`config.mk`:
```
export PLATFORM = sky130hd
export DESIGN_NAME = gupf_epoch_ctrl
export DESIGN_NICKNAME = d
export VERILOG_FILES = /design/src/rtl/greedy_unique_pair_filter_defines.svh /design/src/rtl/gupf_pkg.sv /design/src/rtl/gupf_epoch_ctrl.sv
export SDC_FILE = /design/constraint.sdc
export NUM_CORES = 1
export LEC_CHECK = 0
export BUFFER_PORTS_ARGS = -buffer_cell sky130_fd_sc_hd__clkbuf_2
export CAP_MARGIN = 10
export CORE_ASPECT_RATIO = 0.6
export CORE_UTILIZATION = 41
export CTS_CLUSTER_DIAMETER = 100
export DETAILED_ROUTE_END_ITERATION = 16
export SLEW_MARGIN = 20
export SYNTH_ARGS = -nofsm -noshare
export SYNTH_HDL_FRONTEND = slang
export SYNTH_SLANG_ARGS = --single-unit
```
`constraint.sdc`:
```
create_clock -name clock -period 2 [get_ports clock]
set_input_delay 0.2 -clock clock [delete_from_list [all_inputs] [get_ports clock]]
set_output_delay 0.2 -clock clock [all_outputs]
set_load 0.005 [all_outputs]
```
`src/rtl/greedy_unique_pair_filter_defines.svh`:
```
// ----------------------------------------------------------------------------
// greedy unique pair filter assertion macros
// concurrent checks that compile away in synthesis
// ----------------------------------------------------------------------------
`ifndef GREEDY_UNIQUE_PAIR_FILTER_DEFINES_SVH
`define GREEDY_UNIQUE_PAIR_FILTER_DEFINES_SVH

`ifndef SYNTHESIS

// property must hold at every clock edge outside reset
`define GUPF_ASSERT(label, clk, rst, prop) \
   label: assert property (@(posedge clk) disable iff (rst) (prop)) \
      else $error("gupf check failed");

// condition must never be seen outside reset
`define GUPF_NEVER(label, clk, rst, cond) \
   label: assert property (@(posedge clk) disable iff (rst) !(cond)) \
      else $error("gupf forbidden condition");

`else

`define GUPF_ASSERT(label, clk, rst, prop)
`define GUPF_NEVER(label, clk, rst, cond)

`endif

`endif

```
`src/rtl/gupf_pkg.sv`:
```
// ----------------------------------------------------------------------------
// gupf_pkg
// shared types and constants of the greedy unique pair filter
// ----------------------------------------------------------------------------
package gupf_pkg;

   // token field width and the span of token values it can carry
   localparam int TOKEN_W     = 12;
   localparam int TOKEN_SPAN  = 2 ** TOKEN_W;
   localparam int TOKEN_COUNT = 4096;

   // epoch tags: entries whose tag matches the live epoch are used
   localparam int EPOCH_W = 4;

   typedef logic [EPOCH_W-1:0] epoch_type;

   // all ones marks an entry as empty, the live epoch never takes it
   localparam epoch_type EPOCH_FILL = epoch_type'((2 ** EPOCH_W) - 1);
   localparam epoch_type EPOCH_LAST = epoch_type'((2 ** EPOCH_W) - 2);

   typedef enum logic [1:0] {
      OP_OFFER       = 2'd0,
      OP_MARK_FIRST  = 2'd1,
      OP_MARK_SECOND = 2'd2,
      OP_CLEAR       = 2'd3
   } opcode_type;

   // epoch controller status seen by the datapath
   typedef struct packed {
      logic      sweep;
      epoch_type epoch;
   } epoch_status_type;

endpackage

```
`src/rtl/gupf_epoch_ctrl.sv`:
```
// ----------------------------------------------------------------------------
// gupf_epoch_ctrl
// live epoch counter and the sweep that refills both maps on wrap and reset
// ----------------------------------------------------------------------------
module gupf_epoch_ctrl #(
   parameter int MAP_DEPTH = gupf_pkg::TOKEN_COUNT,
   parameter int ADDR_W    = $clog2(MAP_DEPTH)
) (
   input  logic                       clock,
   input  logic                       reset,
   input  logic                       clear_go,
   output gupf_pkg::epoch_status_type status,
   output logic [ADDR_W-1:0]          sweep_addr
);

   typedef enum logic [1:0] {
      ST_RUN   = 2'b01,
      ST_SWEEP = 2'b10
   } sweep_state_type;

   localparam logic [ADDR_W-1:0] LAST_ADDR = ADDR_W'(MAP_DEPTH - 1);

   sweep_state_type     state_ff, state_in;
   gupf_pkg::epoch_type epoch_ff, epoch_in;
   logic [ADDR_W-1:0]   addr_ff, addr_in;

   // next state: a clear bumps the epoch, the last epoch starts a sweep
   always_comb begin
      state_in = state_ff;
      epoch_in = epoch_ff;
      addr_in  = addr_ff;
      case (state_ff)
         ST_RUN: begin
            if (clear_go) begin
               if (epoch_ff == gupf_pkg::EPOCH_LAST) begin
                  epoch_in = '0;
                  addr_in  = '0;
                  state_in = ST_SWEEP;
               end else begin
                  epoch_in = epoch_ff + 1'b1;
               end
            end
         end
         ST_SWEEP: begin
            addr_in = addr_ff + ADDR_W'(1);
            if (addr_ff == LAST_ADDR) begin
               state_in = ST_RUN;
            end
         end
         default: begin
            state_in = ST_SWEEP;
            addr_in  = '0;
         end
      endcase
   end

   always_ff @(posedge clock) begin
      if (reset) begin
         state_ff <= ST_SWEEP;
         epoch_ff <= '0;
         addr_ff  <= '0;
      end else begin
         state_ff <= state_in;
         epoch_ff <= epoch_in;
         addr_ff  <= addr_in;
      end
   end

   assign status.sweep = (state_ff == ST_SWEEP);
   assign status.epoch = epoch_ff;
   assign sweep_addr   = addr_ff;

endmodule

```
==> impl_results.rst <==
.. list-table::
   :header-rows: 1

   * - Metric
     - Value
   * - Mean cell area of the mapped netlist
     - 8.45 um2
   * - Share of layout cells above drive strength 1
     - 22.7%
   * - Count of max-cap constraint violations
     - 0
   * - Floorplan core area
     - 1970 um2
   * - Final clock skew
     - 0.00359 ns
   * - Initial standard-cell utilization of the core
     - between 40% and 50%
   * - Worst Reg-to-Reg Cells
     - 5
   * - Detail Route Antenna Nets
     - 0
   * - TNS Setup
     - 0 ns
   * - Cell type with the largest total area after synthesis
     - sky130_fd_sc_hd__dfxtp_1
   * - IO buf count
     - 19
   * - Clock sinks
     - 18
   * - Fraction of the core area covered by cells at the end of the flow
     - 54.8%
   * - Number of buffers inserted by post-CTS setup repair
     - 0
   * - Total number of placement rows
     - 12
   * - Worst Hold Margin
     - 0.258 ns
   * - Number of detailed-routing iterations run before antenna repair
     - 4
   * - Cell family with most CP delay
     - simple AND/OR/NAND/NOR gates
   * - Placement Cell Area
     - 1020 um2
   * - Number of DRC violations after detailed routing
     - 0
   * - Number of standard cells in the final layout excluding fillers
     - around 160
   * - Number of hold violations in the final report
     - 0
   * - Arrival time reported for the critical path endpoint
     - 1.88 ns
   * - RSZ-0062 raised after global routing
     - no
   * - Worst setup EP type
     - flop
   * - WL/cell
     - 12.3 um
   * - Ratio of final minimum period to clock period
     - 84.5%
   * - Summed instance area of the synthesized netlist
     - 905 um2
   * - Switching pwr
     - 0.146 mW
   * - End of the worst register-to-register path
     - sweep_addr[10]$_SDFFE_PP0P_
   * - Cell breakdown of the critical path
     - nand3_2, o211a_1, buf_4, or3_1, a21oi_1
   * - Number of nets produced by synthesis
     - about 110
   * - Largest net degree at the start of global routing
     - 13
   * - Share of synthesized registers carrying an async set or reset
     - 0%
   * - Static leakage power
     - 0.448 nW
   * - Pre-CTS setup slack
     - 0.342 ns
   * - Share of total power in the clock network
     - 42.9%
   * - Number of antenna repair diodes
     - 0
   * - Pwr per Cell Area
     - between 600 and 700 nW/um2
   * - Maximum level of the CTS H-tree
     - 1
   * - CP startpoint kind
     - flop
   * - Clock latency reported for the late side of the worst-skew pair
     - approximately 0.25 ns
   * - VDD IR max
     - about 0.45 mV
   * - Placed cell count
     - around 150
   * - Max-slew violation count
     - 0
   * - Last weighted congestion value of the routability-driven placer
     - 0.776
   * - Flop2flop setup slack
     - 0.31 ns
   * - Initial antenna violation count
     - 0
   * - Result of the run
     - finished clean
   * - #FFs+latches synth
     - 18
   * - Vertical die dimension
     - 38.4 um
   * - HPWL after detailed placement
     - between 1 and 1.5 mm
   * - Max-slew headroom
     - 76.0%
   * - Total power
     - 0.698 mW
   * - Crit path buffers/inverters
     - 1
   * - HP Class
     - in -> reg
   * - Top flip-flop cell by instance count after synthesis
     - sky130_fd_sc_hd__dfxtp_1
   * - Sw Share
     - 21.0%
   * - Fraction of the yosys area taken by sequential cells
     - 39.8%
   * - CP peak stage delay
     - approximately 0.45 ns
   * - Total via count after detailed routing
     - 856
   * - Number of buffers created by CTS
     - 3
   * - Remaining global-route overflow
     - 0
   * - Die width
     - approximately 63 um
   * - Reg-to-reg startpoint
     - epoch_ff[1]$_SDFFE_PP0P_
   * - Maximum fanout along the worst path
     - 12
   * - Slack of the critical path
     - about 0.31 ns
   * - Achievable frequency
     - 591 MHz
   * - Clock tree from TritonCTS
     - done
   * - Count of flip-flops with a built-in enable after synthesis
     - 0
   * - Most frequent standard cell in the layout excluding fill and tap cells
     - sky130_fd_sc_hd__clkbuf_2
   * - Ports
     - 20
   * - Detailed Route Iter0 Violations
     - 55
   * - Source of the critical timing path
     - epoch_ff[1]$_SDFFE_PP0P_
   * - Number of vias per cell
     - around 5.5
   * - Number of buffers added to fix hold violations after cts
     - 0
   * - Reg power frac
     - 52.9%
   * - DIE AREA
     - 2400 um2
   * - Number of unique standard cell types used by synthesis
     - 36
   * - Capturing element of the worst setup path
     - sweep_addr[10]$_SDFFE_PP0P_
   * - P_int
     - 0.552 mW
   * - Top cell type's share of synthesized area
     - 39.8%
   * - Total wire length
     - roughly 1.9 mm
   * - Maximum buffer depth of the clock tree
     - 2
   * - Layout Nets
     - around 130
   * - First-pass GRT wire length
     - approximately 3.2 mm
   * - Measured slew at the worst slew-check pin
     - 0.360 ns
   * - Synth top area cells
     - sky130_fd_sc_hd__dfxtp_1 40%, sky130_fd_sc_hd__a21oi_1 6.6%, sky130_fd_sc_hd__o21ai_0 6.1%
   * - Relative contribution of combinational cells to total power
     - around 4.2%
   * - Crit path time final
     - 1.69 ns
   * - Most used cells in the layout excluding fill and tap cells
     - 19 x sky130_fd_sc_hd__clkbuf_2, 18 x sky130_fd_sc_hd__dfxtp_1, 12 x sky130_fd_sc_hd__a21oi_1, 11 x sky130_fd_sc_hd__o21ai_0, 9 x sky130_fd_sc_hd__nor2_1
   * - Area added between synthesis and finish
     - 19.1%
   * - Count of yosys warnings during synthesis
     - 0
   * - Cell depth of the worst setup path
     - 5
   * - Final setup violating endpoints
     - 0
   * - Vias in the first global route
     - 682
   * - WP data required
     - 2.19 ns
   * - Critical path class
     - reg -> reg
   * - Area of all placed cells without fillers
     - 1080 um2
   * - Buffer cell driving the clock tree root
     - sky130_fd_sc_hd__clkbuf_8
   * - Synth Instances
     - between 100 and 150
   * - Clock transition at path regs
     - 0.07 ns
   * - Cts repair resizes
     - 0
   * - Standard cell with the maximum stage delay on the critical path
     - sky130_fd_sc_hd__dfxtp_1
   * - Total global-route track usage
     - roughly 18%
-- flip-flops by register name, indices dropped and copies added, names as in the netlist --
signal      flops
epoch_ff        4
state_ff        2
sweep_addr     12
-- cells by family after synthesis --
group,share of synthesized area (%)
buffers and inverters,4.29
XOR/XNOR,0.968
multiplexers,1.24
adder cells (fa/ha/maj),1.38
AO/OA/AOI/OAI,22.8
flip-flops,39.8
AND/OR/NAND/NOR,29.5
-- synthesized netlist by cell type, types with 2 or more instances --
cell type                   number
sky130_fd_sc_hd__a21oi_1        12
sky130_fd_sc_hd__and2_1          3
sky130_fd_sc_hd__and3_1          3
sky130_fd_sc_hd__and4_1          2
sky130_fd_sc_hd__dfxtp_1        18
sky130_fd_sc_hd__inv_1           2
sky130_fd_sc_hd__nand2_1         6
sky130_fd_sc_hd__nand2b_1        2
sky130_fd_sc_hd__nand3_1         3
sky130_fd_sc_hd__nand4_1         3
sky130_fd_sc_hd__nand4bb_1       2
sky130_fd_sc_hd__nor2_1          9
sky130_fd_sc_hd__nor3_1          4
sky130_fd_sc_hd__o21a_1          2
sky130_fd_sc_hd__o21ai_0        11
sky130_fd_sc_hd__or3_1           4
sky130_fd_sc_hd__or4_1           2
-- power by group through the flow --
stage | Clock, mW | Sequential [mW] | Combinational (mW)
finish | 0.299 | 0.369 | 0.0295
global route | 0.324 | 0.370 | 0.0342
CTS | 0.308 | 0.370 | 0.0300
detailed placement | 0 | 0.378 | 0.0301
global placement | 0 | 0.378 | 0.0299
floorplan | 0 | 0.377 | 0.0172
-- per-layer routing --
metal	GRT usage (%)	vias up	routed length, um
li1	-	447	-
met1	24.7	378	1030
met2	26.6	29	736
met3	5.65	2	136
met4	3.49	0	10
met5	0	-	0
-- layout make-up --
class	instances	area, um2
clock buffers	4	55.1
fillers	200	890
inverters	3	11.3
multi-input cells	82	505
flip-flops and latches	18	360
well taps	28	35.0
repair buffers	21	110
-- worst min path at each step --
| stage | startpoint | endpoint | slack, ns | depth (start not counted) |
|---|---|---|---|---|
| 2_1_floorplan | sweep_addr[10]$_SDFFE_PP0P_ | sweep_addr[10]$_SDFFE_PP0P_ | 0.48 | 2 |
| 3_3_place_gp | sweep_addr[10]$_SDFFE_PP0P_ | sweep_addr[10]$_SDFFE_PP0P_ | 0.48 | 2 |
| 3_5_place_dp | sweep_addr[10]$_SDFFE_PP0P_ | sweep_addr[10]$_SDFFE_PP0P_ | 0.49 | 2 |
| 4_1_cts | reset | epoch_ff[3]$_SDFFE_PP0P_ | 0.25 | 2 |
| 5_1_grt | reset | epoch_ff[3]$_SDFFE_PP0P_ | 0.28 | 2 |
| 6_report | reset | epoch_ff[3]$_SDFFE_PP0P_ | 0.26 | 2 |
-- worst reg2reg max path: stages (launching register included) --
cell and delay, ns:
sky130_fd_sc_hd__dfxtp_1 0.45, sky130_fd_sc_hd__nand3_2 0.14, sky130_fd_sc_hd__o211a_1 0.35, sky130_fd_sc_hd__buf_4 0.21, sky130_fd_sc_hd__or3_1 0.34, sky130_fd_sc_hd__a21oi_1 0.13
(Power assumes the default switching activity.)
